`config.mk`:
```
export PLATFORM = sky130hd
export DESIGN_NAME = edge_token_interval_unpacker
export DESIGN_NICKNAME = d
export VERILOG_FILES = /design/src/rtl/etiu_pkg.sv /design/src/rtl/etiu_decode.sv /design/src/rtl/etiu_out_buf.sv /design/src/rtl/edge_token_interval_unpacker.sv
export VERILOG_INCLUDE_DIRS = /design/src /design/src/rtl
export SDC_FILE = /design/constraint.sdc
export NUM_CORES = 1
export LEC_CHECK = 0
export ABC_AREA = 1
export CELL_PAD_IN_SITES_DETAIL_PLACEMENT = 0
export CELL_PAD_IN_SITES_GLOBAL_PLACEMENT = 2
export CORE_UTILIZATION = 38
export CTS_CLUSTER_SIZE = 30
export DETAILED_ROUTE_END_ITERATION = 8
export DONT_BUFFER_PORTS = 1
export PLACE_DENSITY_LB_ADDON = 0.1
export SYNTH_ARGS = -nofsm -noshare
export SYNTH_HDL_FRONTEND = slang
export SYNTH_SLANG_ARGS = --single-unit
```
`constraint.sdc`:
```
create_clock -name clk -period 3 [get_ports clk]
set_clock_uncertainty 0.1 [all_clocks]
set_input_delay 0.6 -clock clk [delete_from_list [all_inputs] [get_ports clk]]
set_output_delay 0.6 -clock clk [all_outputs]
set_load 0.1 [all_outputs]
```
`src/rtl/edge_token_interval_unpacker_macros.svh`:
```
// Assertion macros for the edge-token interval unpacker.
// Used by the top level; expects clk and arst_n in scope.
`ifndef EDGE_TOKEN_INTERVAL_UNPACKER_MACROS_SVH
`define EDGE_TOKEN_INTERVAL_UNPACKER_MACROS_SVH

// Same-cycle implication, checked outside of reset.
`define ETIU_ASSERT_NOW(lbl, ante, cons, msg) \
	lbl: assert property (@(posedge clk) disable iff (!arst_n) (ante) |-> (cons)) \
		else $error(msg);

// Next-cycle implication, checked outside of reset.
`define ETIU_ASSERT_NEXT(lbl, ante, cons, msg) \
	lbl: assert property (@(posedge clk) disable iff (!arst_n) (ante) |=> (cons)) \
		else $error(msg);

`endif

```
`src/rtl/etiu_pkg.sv`:
```
// Shared types and constants for the edge-token interval unpacker.
// No dependencies; imported by every module of the block.
package etiu_pkg;

	localparam int unsigned BYTE_W  = 8;
	localparam int unsigned UNITS_W = 7;
	localparam int unsigned NIB_W   = 4;

	// Configuration register indexes.
	localparam logic [1:0] REG_UNIT_TOKEN       = 2'd0;
	localparam logic [1:0] REG_LONG_BLOCK_TOKEN = 2'd1;
	localparam logic [1:0] REG_LONG_TAIL_TOKEN  = 2'd2;
	localparam logic [1:0] REG_START_LEVEL      = 2'd3;

	// Register reset values.
	localparam logic [BYTE_W-1:0] UNIT_TOKEN_RST       = 8'd0;
	localparam logic [BYTE_W-1:0] LONG_BLOCK_TOKEN_RST = 8'd1;
	localparam logic [BYTE_W-1:0] LONG_TAIL_TOKEN_RST  = 8'd2;
	localparam logic              START_LEVEL_RST      = 1'b0;

	// Legal range of a wide interval byte.
	localparam logic [BYTE_W-1:0] WIDE_MIN = 8'd16;
	localparam logic [BYTE_W-1:0] WIDE_MAX = 8'd127;

	typedef enum logic [1:0] {
		KIND_INTERVAL = 2'd0,
		KIND_BREAK    = 2'd1,
		KIND_ERROR    = 2'd2
	} kind_t;

	typedef enum logic [2:0] {
		MODE_NORMAL = 3'b001,
		MODE_UNIT   = 3'b010,
		MODE_TAIL   = 3'b100
	} mode_t;

	typedef struct packed {
		kind_t              kind;
		logic [UNITS_W-1:0] units;
		logic               level;
		logic               last;
	} result_t;

	typedef struct packed {
		mode_t mode;
		logic  level;
		logic  err;
	} parse_state_t;

	typedef struct packed {
		logic [BYTE_W-1:0] unit_token;
		logic [BYTE_W-1:0] long_block_token;
		logic [BYTE_W-1:0] long_tail_token;
	} tokens_t;

	// Decoder outcome for one byte: result count, both slots and next state.
	typedef struct packed {
		logic [1:0]   cnt;
		result_t      res0;
		result_t      res1;
		parse_state_t nxt;
	} decode_t;

endpackage

```
`src/rtl/etiu_decode.sv`:
```
// Combinational decode of one token byte against the parse state.
// Depends on etiu_pkg.
module etiu_decode (
	input  logic [etiu_pkg::BYTE_W-1:0] token_byte,
	input  etiu_pkg::parse_state_t      cur,
	input  etiu_pkg::tokens_t           tokens,
	output etiu_pkg::decode_t           dec
);
	import etiu_pkg::*;

	logic [NIB_W-1:0] hi;
	logic [NIB_W-1:0] lo;
	result_t          err_res;

	assign hi = token_byte[BYTE_W-1:NIB_W];
	assign lo = token_byte[NIB_W-1:0];

	always_comb begin
		err_res.kind  = KIND_ERROR;
		err_res.units = '0;
		err_res.level = cur.level;
		err_res.last  = 1'b1;
	end

	// Mode-dependent interpretation of the byte.
	always_comb begin
		dec.cnt       = 2'd1;
		dec.res0      = err_res;
		dec.res1      = err_res;
		dec.nxt       = cur;
		dec.nxt.mode  = MODE_NORMAL;
		if (cur.err) begin
			// A sticky error answers every byte and changes nothing else.
			dec.nxt = cur;
		end else begin
			unique case (cur.mode)
				MODE_UNIT: begin
					if ((token_byte < WIDE_MIN) || (token_byte > WIDE_MAX)) begin
						dec.nxt.err = 1'b1;
					end else begin
						dec.res0.kind  = KIND_INTERVAL;
						dec.res0.units = token_byte[UNITS_W-1:0];
						dec.nxt.level  = ~cur.level;
					end
				end
				MODE_TAIL: begin
					dec.res0.kind = KIND_BREAK;
					dec.nxt.level = ~cur.level;
				end
				default: begin
					// Normal mode: tokens first, in priority order, then nibbles.
					priority if (token_byte == tokens.unit_token) begin
						dec.cnt      = 2'd0;
						dec.nxt.mode = MODE_UNIT;
					end else if (token_byte == tokens.long_block_token) begin
						dec.res0.kind = KIND_BREAK;
					end else if (token_byte == tokens.long_tail_token) begin
						dec.cnt      = 2'd0;
						dec.nxt.mode = MODE_TAIL;
					end else if (hi == '0) begin
						dec.nxt.err = 1'b1;
					end else begin
						dec.res0.kind  = KIND_INTERVAL;
						dec.res0.units = UNITS_W'(hi);
						dec.res0.last  = (lo == '0);
						dec.res1.kind  = KIND_INTERVAL;
						dec.res1.units = UNITS_W'(lo);
						dec.res1.level = ~cur.level;
						if (lo == '0) begin
							dec.nxt.level = ~cur.level;
						end else begin
							// Two toggles leave the level where it was.
							dec.cnt = 2'd2;
						end
					end
				end
			endcase
		end
	end

endmodule

```
`src/rtl/etiu_out_buf.sv`:
```
// Two-slot result register that presents the results of one byte in order.
// Depends on etiu_pkg.
module etiu_out_buf (
	input  logic              clk,
	input  logic              arst_n,
	input  logic              load,
	input  logic              two,
	input  etiu_pkg::result_t res0,
	input  etiu_pkg::result_t res1,
	output logic              free,
	output logic              out_valid,
	input  logic              out_ready,
	output etiu_pkg::result_t res
);
	import etiu_pkg::*;

	logic    valid_q;
	logic    two_q;
	logic    sel_q;
	result_t r0_q;
	result_t r1_q;
	logic    take;
	logic    last_slot;

	assign take      = valid_q && out_ready;
	assign last_slot = !two_q || sel_q;
	assign free      = !valid_q || (take && last_slot);
	assign out_valid = valid_q;
	assign res       = sel_q ? r1_q : r0_q;

	// Slot control: load a fresh pair, or step through the held one.
	always_ff @(posedge clk or negedge arst_n) begin
		if (!arst_n) begin
			valid_q <= 1'b0;
			two_q   <= 1'b0;
			sel_q   <= 1'b0;
		end else if (load) begin
			valid_q <= 1'b1;
			two_q   <= two;
			sel_q   <= 1'b0;
		end else if (take) begin
			if (last_slot) begin
				valid_q <= 1'b0;
			end else begin
				sel_q <= 1'b1;
			end
		end
	end

	// Result payload.
	always_ff @(posedge clk) begin
		if (load) begin
			r0_q <= res0;
			r1_q <= res1;
		end
	end

endmodule

```
`src/rtl/edge_token_interval_unpacker.sv`:
```
// Channel   | Signals                                  | Moves
// ----------+------------------------------------------+------------------------------
// in        | in_valid, in_ready, token_byte           | one token byte per request
// out       | out_valid, out_ready, event_kind,        | one interval, break or error
//           | interval_units, pulse_level, last_of_run | result per request
// cfg       | cfg_valid, cfg_ready, cfg_index,cfg_data | one register write per request
//
// A byte enters an input register, is decoded from there and its results land in
// a two-slot result register. One byte is taken per cycle while the result
// register can accept its results; a byte with two intervals holds the result
// register until both are taken, so the output port sets the rate at one result a cycle.
// Token bytes with no result pass through without using the result register.
// Reset returns the parse state, the error flag and the configuration registers to their reset values.
// Depends on etiu_pkg, etiu_decode, etiu_out_buf and the macros header.
`include "edge_token_interval_unpacker_macros.svh"

module edge_token_interval_unpacker (
	input  logic                        clk,
	input  logic                        arst_n,
	input  logic                        in_valid,
	output logic                        in_ready,
	input  logic [etiu_pkg::BYTE_W-1:0] token_byte,
	output logic                        out_valid,
	input  logic                        out_ready,
	output logic [1:0]                  event_kind,
	output logic [etiu_pkg::UNITS_W-1:0] interval_units,
	output logic                        pulse_level,
	output logic                        last_of_run,
	input  logic                        cfg_valid,
	output logic                        cfg_ready,
	input  logic [1:0]                  cfg_index,
	input  logic [etiu_pkg::BYTE_W-1:0] cfg_data
);
	import etiu_pkg::*;

	logic              byte_v_s1;
	logic [BYTE_W-1:0] byte_s1;
	parse_state_t      state_q;
	tokens_t           tokens_q;
	decode_t           dec;
	logic              buf_free;
	logic              adv;
	logic              cfg_wr;
	result_t           res;

	assign cfg_ready = 1'b1;
	assign cfg_wr    = cfg_valid && cfg_ready;

	// The staged byte moves on when it has no result or the result slots free up.
	assign adv      = byte_v_s1 && ((dec.cnt == 2'd0) || buf_free);
	assign in_ready = !byte_v_s1 || adv;

	// Input stage.
	always_ff @(posedge clk or negedge arst_n) begin
		if (!arst_n) begin
			byte_v_s1 <= 1'b0;
		end else if (in_ready) begin
			byte_v_s1 <= in_valid;
		end
	end

	always_ff @(posedge clk) begin
		if (in_valid && in_ready) begin
			byte_s1 <= token_byte;
		end
	end

	// Token registers.
	always_ff @(posedge clk or negedge arst_n) begin
		if (!arst_n) begin
			tokens_q.unit_token       <= UNIT_TOKEN_RST;
			tokens_q.long_block_token <= LONG_BLOCK_TOKEN_RST;
			tokens_q.long_tail_token  <= LONG_TAIL_TOKEN_RST;
		end else if (cfg_wr) begin
			unique case (cfg_index)
				REG_UNIT_TOKEN:       tokens_q.unit_token       <= cfg_data;
				REG_LONG_BLOCK_TOKEN: tokens_q.long_block_token <= cfg_data;
				REG_LONG_TAIL_TOKEN:  tokens_q.long_tail_token  <= cfg_data;
				default: ;
			endcase
		end
	end

	// Parse state; a start level write loads the current level directly.
	always_ff @(posedge clk or negedge arst_n) begin
		if (!arst_n) begin
			state_q.mode  <= MODE_NORMAL;
			state_q.level <= START_LEVEL_RST;
			state_q.err   <= 1'b0;
		end else begin
			if (adv) begin
				state_q.mode <= dec.nxt.mode;
				state_q.err  <= dec.nxt.err;
			end
			if (cfg_wr && (cfg_index == REG_START_LEVEL)) begin
				state_q.level <= cfg_data[0];
			end else if (adv) begin
				state_q.level <= dec.nxt.level;
			end
		end
	end

	etiu_decode u_decode (
		.token_byte (byte_s1),
		.cur        (state_q),
		.tokens     (tokens_q),
		.dec        (dec)
	);

	etiu_out_buf u_out_buf (
		.clk       (clk),
		.arst_n    (arst_n),
		.load      (adv && (dec.cnt != 2'd0)),
		.two       (dec.cnt == 2'd2),
		.res0      (dec.res0),
		.res1      (dec.res1),
		.free      (buf_free),
		.out_valid (out_valid),
		.out_ready (out_ready),
		.res       (res)
	);

	assign event_kind     = res.kind;
	assign interval_units = res.units;
	assign pulse_level    = res.level;
	assign last_of_run    = res.last;

	// Checks on the block's own logic.
	`ETIU_ASSERT_NEXT(a_err_sticky, state_q.err, state_q.err, "error flag cleared without reset")
	`ETIU_ASSERT_NOW(a_first_is_interval, out_valid && !last_of_run, event_kind == KIND_INTERVAL, "non-final result is not an interval")
	`ETIU_ASSERT_NOW(a_stall_has_byte, !in_ready, byte_v_s1 && !buf_free, "input stalled without a waiting byte")

endmodule
```
==> impl_metrics.json, run 1 <==
{
  "syn_inst": 363,
  "synth_area_leaders": "dfrtp_1, edfxtp_1, nand2_1, inv_1, o21ai_0",
  "synth_top_family_by_area": "simple AND/OR/NAND/NOR gates",
  "yosys.cell_types.count": 32,
  "max_freq_ghz": 0.351,
  "regToRegSetupSlack_ps": 520,
  "timing.critical_path.to_type": "output port",
  "report.final.slew_viol_count": 0,
  "worst-slew-pin-transition_ps": 628,
  "drt.antenna.violating_nets": 0,
  "fraction_of_the_mapped_netlist_area_in_compound_gates_pct": 7.03,
  "yosysSeqAreaShare_pct": 51.0,
  "pin_count": 37,
  "antenna_found_initial": 1,
  "drt-wirelength-per-cell_um": 14.3,
  "clkSlewWorstSetupHoldPaths_ps": 70,
  "grt_first_pass_wirelength_um": 11600,
  "grt_usage_pct": 18.6,
  "timing.critical_path.from_type": "flip-flop",
  "floorplan.die.width_um": 92.3,
  "finalInstanceArea_um2": 3510,
  "core_area_um2": 7810,
  "pre_cts_slack_ps": 484,
  "netlist.area_leader.share_pct": 24.2,
  "r2r-start": "byte_s1[7]",
  "final.min_clock_period_ps": 2850,
  "timing.final.setup_violations": 0,
  "utilization_pct": 44.9,
  "ys_warn_count": 0,
  "vias_after_detailed_routing": 2242,
  "nNetsFinal": 400,
  "dpl-instance-area_um2": 3260,
  "max-clock-path-buffers": 2,
  "globalRouteOverflowTotal": 0,
  "floorplan.initialDensity_pct": 39.7,
  "antennaDiodeCount": 0,
  "number_of_global_route_vias_before_repair": 2212,
  "cts_max_level": 3,
  "cts_inserted_buffers": 9,
  "clock_tree_from_tritoncts": "yes",
  "firstDrtPassIters": 4,
  "synth.net_count": 386,
  "timing.slew.headroom_pct": 58.0,
  "synth_seq_cells": 58,
  "fp-row-count": 32,
  "dieArea_um2": 8510,
  "critical_path.reg2reg.endpoint": "u_out_buf.r0_q[3]",
  "cap_violations": 0,
  "worst-endpoint-arrival_ps": 2150,
  "synthAdderAreaFrac_pct": 0,
  "finalWirelength_um": 6910,
  "synth_mux_area_share_pct": 0,
  "setup.worst_path.end": "in_ready",
  "grt_setup_unrepaired": "no",
  "tritoncts_num_sinks": 58,
  "gp_congestion": 0.866,
  "synth_simple_gate_area_share_pct": 27.1,
  "syn_area_um2": 3100,
  "clock_tree.root_cell": "clkbuf_8",
  "worstPathRequired_ps": 2300,
  "path_class": "flip-flop to output port",
  "finalHoldViolCount": 0,
  "worstRegToRegCells": 9,
  "die_h_um": 92.3,
  "clock_latency_reported_for_the_late_side_of_the_worst_skew_pair_ps": 340,
  "via_count_normalized_by_instance_count": 4.63,
  "crit_path_start": "byte_s1[7]",
  "port_buffers": 0,
  "postSynthAreaPerCell_um2": 8.53,
  "p_total_mw": 2.96,
  "holdCritPathClass": "input pin to flip-flop",
  "synthDominantAreaCellType": "dfrtp_1",
  "drtIter0Drc": 101,
  "dp_hpwl_um": 5330,
  "power-per-cell-area_nw_per_um2": 843,
  "layout-area-overhead-vs-synth_pct": 13.2,
  "critPathMaxFanout": 6,
  "grt_max_degree": 34,
  "holdPathStages": 0,
  "power.leakage_nw": 1.64,
  "final.period_utilization_pct": 95.1,
  "setup_ws_ps": 147,
  "fin_tns_setup_ps": 0,
  "ir_worst_vdd_v": 0.000388,
  "status": "complete, no violations",
  "detail_route.drc_violations": 0,
  "drive_above_1_share_pct": 17.5,
  "xor_and_xnor_area_share_after_synthesis_pct": 5.94
}
[routing by layer]
metal	up-vias	track usage, %	part of all wire [%]
met2	52	28.2	44
met3	14	3.81	4.8
li1	1162	-	-
met4	2	8.59	2.3
met1	1012	25.4	49
met5	-	0	0.19
[power by group]
group | switching (mW) | total, mW | internal (mW) | leakage (nW)
sequential | 0.130 | 1.15 | 1.02 | 0.640
clock | 0.308 | 0.770 | 0.462 | 0.104
combinational | 0.778 | 1.04 | 0.258 | 0.894
total | 1.22 | 2.96 | 1.74 | 1.64
[area by class of cell]
type / count / area, um2
Fill cell: 790 / 4300
Sequential cell: 58 / 1580
Multi-Input combinational cell: 244 / 1260
Inverter: 48 / 181
Timing Repair Buffer: 16 / 148
Clock buffer: 10 / 128
Tap cell: 102 / 128
Clock inverter: 6 / 81.3
[state kept, by name, summed over array words and instances, names as in the netlist]
signal and flops:
u_out_buf.two_q 1, u_out_buf.r1_q 6, state_q 5, byte_s1 8, u_out_buf.sel_q 1, u_out_buf.r0_q 11
byte_v_s1 1, tokens_q 24, u_out_buf.out_valid 1
[worst min-delay path by stage]
stage	endpoint	slack, ps	startpoint
3_5_place_dp	u_out_buf.out_valid	200	arst_n
5_1_grt	byte_s1[2]	230	token_byte[2]
3_3_place_gp	u_out_buf.out_valid	210	arst_n
4_1_cts	byte_s1[7]	240	token_byte[7]
2_1_floorplan	byte_v_s1	200	arst_n
6_report	byte_s1[2]	250	token_byte[2]
[cell usage after synthesis]
cell type  count
a21oi_1        9
a21oi_4        1
buf_4          5
buf_6          3
clkbuf_1       5
clkinv_2       1
conb_1         1
dfrtp_1       30
dfstp_2        3
edfxtp_1      25
inv_1         37
inv_2         10
nand2_1      121
nand2_2        1
nand2_4        2
nand3_1       12
nand3_2        1
nand3_4        1
nand3b_1       1
nand4_1        2
nand4_4        2
nor2_1        23
nor2_2         3
nor2_4         4
nor3_1         4
nor3_2         3
o21ai_0       27
o21ai_1        3
o22ai_1        1
or2_2          1
xnor2_1        6
xor2_1        15
[metrics by stage]
stage / cells / hold WS [ps]
floorplan: 363 / 204
global placement: 465 / 205
detailed placement: 465 / 205
CTS: 483 / 240
global route: 484 / 234
finish: 484 / 250
[repair_timing]
item,CTS,global route
hold buffers,2,0
setup buffers,0,1
endpoints found under the hold margin,33,0
gates resized for setup,0,0
endpoints found under the setup margin,0,1
[placed cells by master, fill, tap and decap left out, types with 2 or more instances in the layout]
| master | instances |
|---|---|
| edfxtp_1 | 25 |
| o21ai_0 | 27 |
| buf_12 | 2 |
| inv_1 | 37 |
| nand2_1 | 121 |
| buf_4 | 13 |
| nand2_4 | 2 |
| dfstp_2 | 3 |
| nand3_1 | 11 |
| dfrtp_1 | 30 |
| xor2_1 | 15 |
| a21oi_1 | 9 |
| nor2_2 | 7 |
| nand4_1 | 2 |
| nor3_1 | 4 |
| xnor2_1 | 6 |
| inv_2 | 10 |
| nor3_2 | 3 |
| nand3_2 | 2 |
| clkbuf_8 | 9 |
| bufinv_16 | 2 |
| nand4_4 | 2 |
| clkinv_2 | 3 |
| nor2_4 | 4 |
| nor2_1 | 19 |
| o21ai_1 | 3 |
[cells by family after synthesis]
group	after synthesis
and+or+nand+nor	181
buffers and inverters	61
DFF	58
xor gates and xnor gates	21
other	1
AOI/OAI and AO/OA	41
[critical path, cell delays in order, from the launching register on]
cell      delay [ps]
edfxtp_1         550
inv_2            140
nand2_1           80
nand2_1           60
nor2_1           180
nand2_1          120
nor2_4           170
nor2_4            60
nand4_4           80
nand2_4           80
nand3_2          100
buf_12           180
(Power assumes the default switching activity.)
==> run 2, diff against run 1 <==
==> constraint.sdc (replaced) <==
create_clock -name clk -period 3 [get_ports clk]
set_clock_uncertainty 0.1 [all_clocks]
set_input_delay 0.9 -clock clk [delete_from_list [all_inputs] [get_ports clk]]
set_output_delay 0.9 -clock clk [all_outputs]
set_load 0.1 [all_outputs]
==> run 2 against run 1 <==
The flow now finishes with violations (negative setup slack). Hold slack worse by 100 ps. Global-route usage increased by 0.26 points. Cell count is 1.4% higher. Flip-flop and latch count unchanged. Register-to-register slack about the same. Count of clock-buffer cells in the layout rose by 2. Clock power down 17%. Non-clock buffer count up 7. Sequential power barely moved.
==> impl_metrics.json, run 2 (synthesis gave the netlist of run 1 again) <==
{
  "final.period_utilization_pct": 101,
  "report.final.slew_viol_count": 0,
  "final.min_clock_period_ps": 3020,
  "comb_power_share_pct": 37.0,
  "power.leakage_nw": 1.65,
  "layout-area-overhead-vs-synth_pct": 13.9,
  "number_of_global_route_vias_before_repair": 2228,
  "timing.critical_path.to_type": "output port",
  "clock_tree_from_tritoncts": "yes",
  "grt_setup_unrepaired": "yes",
  "r2r-start": "byte_s1[7]",
  "timing.critical_path.from_type": "flip-flop",
  "tritoncts_num_sinks": 58,
  "crit_buf_inv": 1,
  "seq_power_share_pct": 40.6,
  "fin_cells": 491,
  "largest_delay_share_family_worst_path": "flip-flops",
  "path_class": "flip-flop to output port",
  "clock_latency_reported_for_the_late_side_of_the_worst_skew_pair_ps": 340,
  "timing.final.setup_violations": 1,
  "violations": "negative setup slack",
  "drive_above_1_share_pct": 19.8,
  "worst-slew-pin-transition_ps": 615,
  "drt-wirelength-per-cell_um": 14.4,
  "finalHoldViolCount": 0,
  "most_frequent_cells_in_the_layout": "nand2_1, inv_1, dfrtp_1",
  "firstDrtPassIters": 4,
  "cp_cell_sequence": "xor2_1 > nor2_2 > nand4_4 > a21oi_4 > nand2_4 > nand3_4 > buf_12",
  "power-per-cell-area_nw_per_um2": 805,
  "max_freq_ghz": 0.331,
  "cts_max_level": 3,
  "vias_after_detailed_routing": 2271,
  "layout.filler_cells": 823,
  "grt_usage_pct": 18.8,
  "post-place-cells": 466,
  "pin_count": 37,
  "fp-row-count": 32,
  "setup_ws_ps": -24.7,
  "worstRegToRegCells": 9,
  "dp_hpwl_um": 5330,
  "detail_route.drc_violations": 0,
  "die_h_um": 92.3,
  "dieArea_um2": 8510,
  "worst_path_max_delay_cell": "edfxtp_1",
  "gr-max-usage-layer": "met2",
  "critical_path.reg2reg.endpoint": "byte_s1[5]",
  "critPathMaxFanout": 7,
  "netSwitchingFraction_pct": 42.4,
  "p_total_mw": 2.84,
  "clock_tree.root_cell": "clkbuf_8",
  "finalWirelength_um": 7070,
  "holdBufCountCts": 0,
  "via_count_normalized_by_instance_count": 4.63,
  "nNetsFinal": 407,
  "regToRegSetupSlack_ps": 520,
  "net-switching-power_mw": 1.20,
  "cap_violations": 0,
  "use_met3_pct": 3.81,
  "floorplan.die.width_um": 92.3,
  "largest_register": "tokens_q",
  "drt.antenna.violating_nets": 0,
  "holdCritPathClass": "input pin to async pin",
  "antennaDiodeCount": 0,
  "most_common_cell_after_layout_fill_and_taps_aside": "nand2_1",
  "met1_usage_pct": 26.5,
  "timing.slew.headroom_pct": 58.9,
  "port_buffers": 0,
  "max-clock-path-buffers": 2,
  "grt_max_degree": 34,
  "cellInternalPower_mw": 1.64,
  "reg.largest.list": "tokens_q x24, u_out_buf.r0_q x11, byte_s1 x8",
  "grt_first_pass_wirelength_um": 11800,
  "power_frac_clock_pct": 22.4,
  "drtIter0Drc": 78,
  "cts_inserted_buffers": 9,
  "clkSlewWorstSetupHoldPaths_ps": 70,
  "antenna_found_initial": 0,
  "worstPathRequired_ps": 2000,
  "core_area_um2": 7810,
  "floorplan.initialDensity_pct": 39.7,
  "ir_worst_vdd_v": 0.000242,
  "worst-endpoint-arrival_ps": 2020,
  "slowest_delay_ps": 560,
  "status": "finished with violations",
  "met2_use_gr_pct": 28.0,
  "gp_congestion": 0.801,
  "globalRouteOverflowTotal": 0,
  "max_reg_flops": 24
}
-- run 2: how the worst max path moves through the flow --
stage,from,to,slack (ps),cells past startpoint
floorplan,u_out_buf.out_valid,in_ready,110,3
global placement,byte_s1[7],in_ready,220,11
detailed placement,byte_s1[7],in_ready,230,11
CTS,byte_s1[7],in_ready,-50,12
global route,byte_s1[5],in_ready,-110,12
finish,byte_s1[7],in_ready,-20,7
-- run 2: what timing repair did --
action,in CTS,in global routing
pin swaps,9,10
buffers inserted,5,4
gates resized for setup,4,1
setup endpoints to repair,1,1
-- run 2: layer usage --
metal  up-vias  wire, um
met5         -         0
met4         0       142
met3        13       286
met2        46      3100
met1      1032      3540
li1       1180         -
-- run 2: cell type report --
type	count	area, um2	share of cell area (%)
multi-input combinational	244	1280	36.3
sequential	58	1580	44.8
clock buffer	12	155	4.40
clock inverter	4	17.5	0.496
inverter	48	181	5.14
timing repair buffer	23	185	5.25
tap	102	128	3.62
-- run 2: worst reg2reg max path, delay by kind of cell, from the launching register on --
kind	cells	cell delay, ps
compound gates	1	220
xor+xnor	1	240
buf+inv	2	460
flops	1	560
simple gates	5	570
-- run 2: metrics by stage --
stage               utilization, %  setup WS, ps  hold slack (ps)  instance area, um2  setup TNS (ps)
floorplan                        -           112              347                3100               0
global placement              41.8           224              386                3270               0
detailed placement            41.8           233              388                3270               0
CTS                           44.8         -51.3              137                3500           -51.3
global route                  45.2          -109              133                3530            -109
finish                        45.2         -24.7              148                3530           -24.7
-- run 2: power groups by stage --
stage	Sequential [mW]	Combinational, mW	Clock, mW
after floorplan	1.15	0.800	0
after global placement	1.16	1.03	0
after detailed placement	1.17	1.03	0
after CTS	1.15	1.05	0.651
after global routing	1.17	1.14	0.684
final	1.15	1.05	0.636
==> run 3, diff against run 2 <==
clock period = 3.22 ns   (was 3 ns; I/O delays follow)
==> run 3 against run 2 <==
The run now ends clean. Clock power fell by 0.6%. Register-to-register slack improved by 80 ps. First-iteration DRC count is 83% higher. Core utilization is 0.21 points lower. Die area stayed put. Global-route usage down 0.24 points. Largest cell class unchanged. Largest power group unchanged.
==> impl_metrics.json, run 3 (synthesis gave the netlist of run 1 again) <==
{
  "status": "complete, no violations",
  "power.leakage_nw": 1.64,
  "cap_violations": 0,
  "vias_after_detailed_routing": 2256,
  "top_signal_layer_used": "met4",
  "cp_cell_sequence": "xor2_1 > nor2_2 > nand4_4 > a21oi_4 > nand2_4 > nand3_2 > buf_12",
  "met2RoutedLength_um": 3050,
  "worstRegToRegCells": 10,
  "r2r-start": "byte_s1[1]",
  "final.period_utilization_pct": 96.1,
  "timing.final.setup_violations": 0,
  "grt_usage_pct": 18.6,
  "max_reg_flops": 24,
  "die_h_um": 92.3,
  "fin_tns_setup_ps": 0,
  "max-clock-path-buffers": 2,
  "tritoncts_num_sinks": 58,
  "path_class": "flip-flop to output port",
  "most_common_cell_after_layout_fill_and_taps_aside": "nand2_1",
  "clkSlewWorstSetupHoldPaths_ps": 60,
  "clock_tree.root_cell": "clkbuf_8",
  "firstDrtPassIters": 4,
  "drt-wirelength-per-cell_um": 14.5,
  "finalHoldViolCount": 0,
  "antenna_found_initial": 0,
  "report.final.slew_viol_count": 0,
  "post-place-cells": 464,
  "wirelength_met1_um": 3600,
  "detail_route.drc_violations": 0,
  "finalWirelength_um": 7060,
  "timing.critical_path.from_type": "flip-flop",
  "timing.hold.ws_ps": 216,
  "floorplan.die.width_um": 92.3,
  "grt_max_degree": 34,
  "grt_setup_unrepaired": "no",
  "multi_input_area_um2": 1290,
  "critical_path.reg2reg.endpoint": "u_out_buf.r0_q[10]",
  "number_of_global_route_vias_before_repair": 2154,
  "power-per-cell-area_nw_per_um2": 759,
  "worst-endpoint-arrival_ps": 2030,
  "dieArea_um2": 8510,
  "layout.filler_cells": 779,
  "clock_tree_from_tritoncts": "yes",
  "worstPathRequired_ps": 2150,
  "fp-row-count": 32,
  "gp_congestion": 0.819,
  "largest_register": "tokens_q",
  "dp_hpwl_um": 5330,
  "layout-area-overhead-vs-synth_pct": 13.4,
  "worst_path_max_delay_cell": "edfxtp_1",
  "port_buffers": 0,
  "final.min_clock_period_ps": 3090,
  "seqCellArea_um2": 1580,
  "worst-slew-pin-transition_ps": 645,
  "cts_inserted_buffers": 9,
  "drt.antenna.violating_nets": 0,
  "largest_delay_share_family_worst_path": "simple AND/OR/NAND/NOR gates",
  "crit_buf_inv": 1,
  "floorplan.initialDensity_pct": 39.7,
  "drive_above_1_share_pct": 19.2,
  "slowest_delay_ps": 520,
  "holdBufCountCts": 0,
  "max_freq_ghz": 0.323,
  "reg.largest.list": "tokens_q x24, u_out_buf.r0_q x11, byte_s1 x8",
  "routed-wl-met3_um": 296,
  "clock_latency_reported_for_the_late_side_of_the_worst_skew_pair_ps": 340,
  "pin_count": 37,
  "ir_worst_vdd_v": 0.000242,
  "globalRouteOverflowTotal": 0,
  "core_area_um2": 7810,
  "most_frequent_cells_in_the_layout": "nand2_1, inv_1, dfrtp_1",
  "critPathMaxFanout": 8,
  "antennaDiodeCount": 0,
  "cts_max_level": 3,
  "timing.slew.headroom_pct": 56.9,
  "fin_cells": 487,
  "timing.critical_path.to_type": "output port",
  "grt_first_pass_wirelength_um": 11600,
  "drtIter0Drc": 143,
  "via_count_normalized_by_instance_count": 4.63,
  "nNetsFinal": 403,
  "regToRegSetupSlack_ps": 600,
  "holdCritPathClass": "input pin to async pin"
}
## run 3: cell types whose count changed in the layout (fill, tap and decap cells not counted)
cell       change
clkbuf_1       +3
nor2_4         +1
nor2_1         -1
buf_4          -4
xnor2_2        +1
xnor2_1        -1
clkinv_1       -2
bufinv_16      +1
clkbuf_8       -2
nand3_4        -1
nand3_2        +1
## run 3: power breakdown
part | switching, mW | total (mW) | internal [mW] | leakage, nW
combinational | 0.721 | 0.965 | 0.244 | 0.909
sequential | 0.116 | 1.07 | 0.953 | 0.640
clock | 0.276 | 0.632 | 0.356 | 0.0914
total | 1.11 | 2.67 | 1.55 | 1.64
## run 3: worst max-delay path by stage
stage	end	from	slack [ps]	cells after the start
finish	in_ready	byte_s1[7]	130	7
global route	in_ready	byte_s1[7]	10	11
CTS	in_ready	byte_s1[7]	50	11
detailed placement	in_ready	byte_s1[7]	330	11
global placement	in_ready	byte_s1[7]	320	11
floorplan	in_ready	u_out_buf.out_valid	270	3
## run 3: area by class of cell
class                           count  area share [%]
Tap cell                          102            3.63
Clock inverter                      3            1.14
Sequential cell                    58            45.0
Multi-Input combinational cell    244            36.7
Inverter                           48            5.17
Clock buffer                       13            3.95
Timing Repair Buffer               19            4.42
## run 3: worst reg2reg max path, cell delays in order (launching register included)
cell and delay (ps):
edfxtp_1 520, inv_2 140, nand4_1 250, nand2_1 140, nand2_1 80, nand2_1 110, a21oi_4 70, nand2_4 80
buf_4 100, nand3_1 150, inv_1 520
## run 3: metal layers
layer / vias up / global-route usage [%]
met1: 1019 / 26.9
li1: 1174 / -
met5: - / 0
met3: 10 / 3.48
met4: 0 / 8.59
met2: 53 / 26.8
## run 3: per-stage QoR
| stage | area, um2 | total power [mW] | utilization [%] | worst slack [ps] |
|---|---|---|---|---|
| floorplan | 3100 | 1.82 | - | 266 |
| global placement | 3250 | 2.02 | 41.7 | 323 |
| detailed placement | 3250 | 2.03 | 41.7 | 332 |
| CTS | 3450 | 2.67 | 44.2 | 50.4 |
| global route | 3510 | 2.81 | 45.0 | 11.4 |
| finish | 3510 | 2.67 | 45.0 | 127 |
## run 3: what timing repair did
action | in CTS | in global routing
setup endpoints to repair | 1 | 1
pin swaps | 0 | 5
resized for setup | 1 | 6
setup buffers | 2 | 5
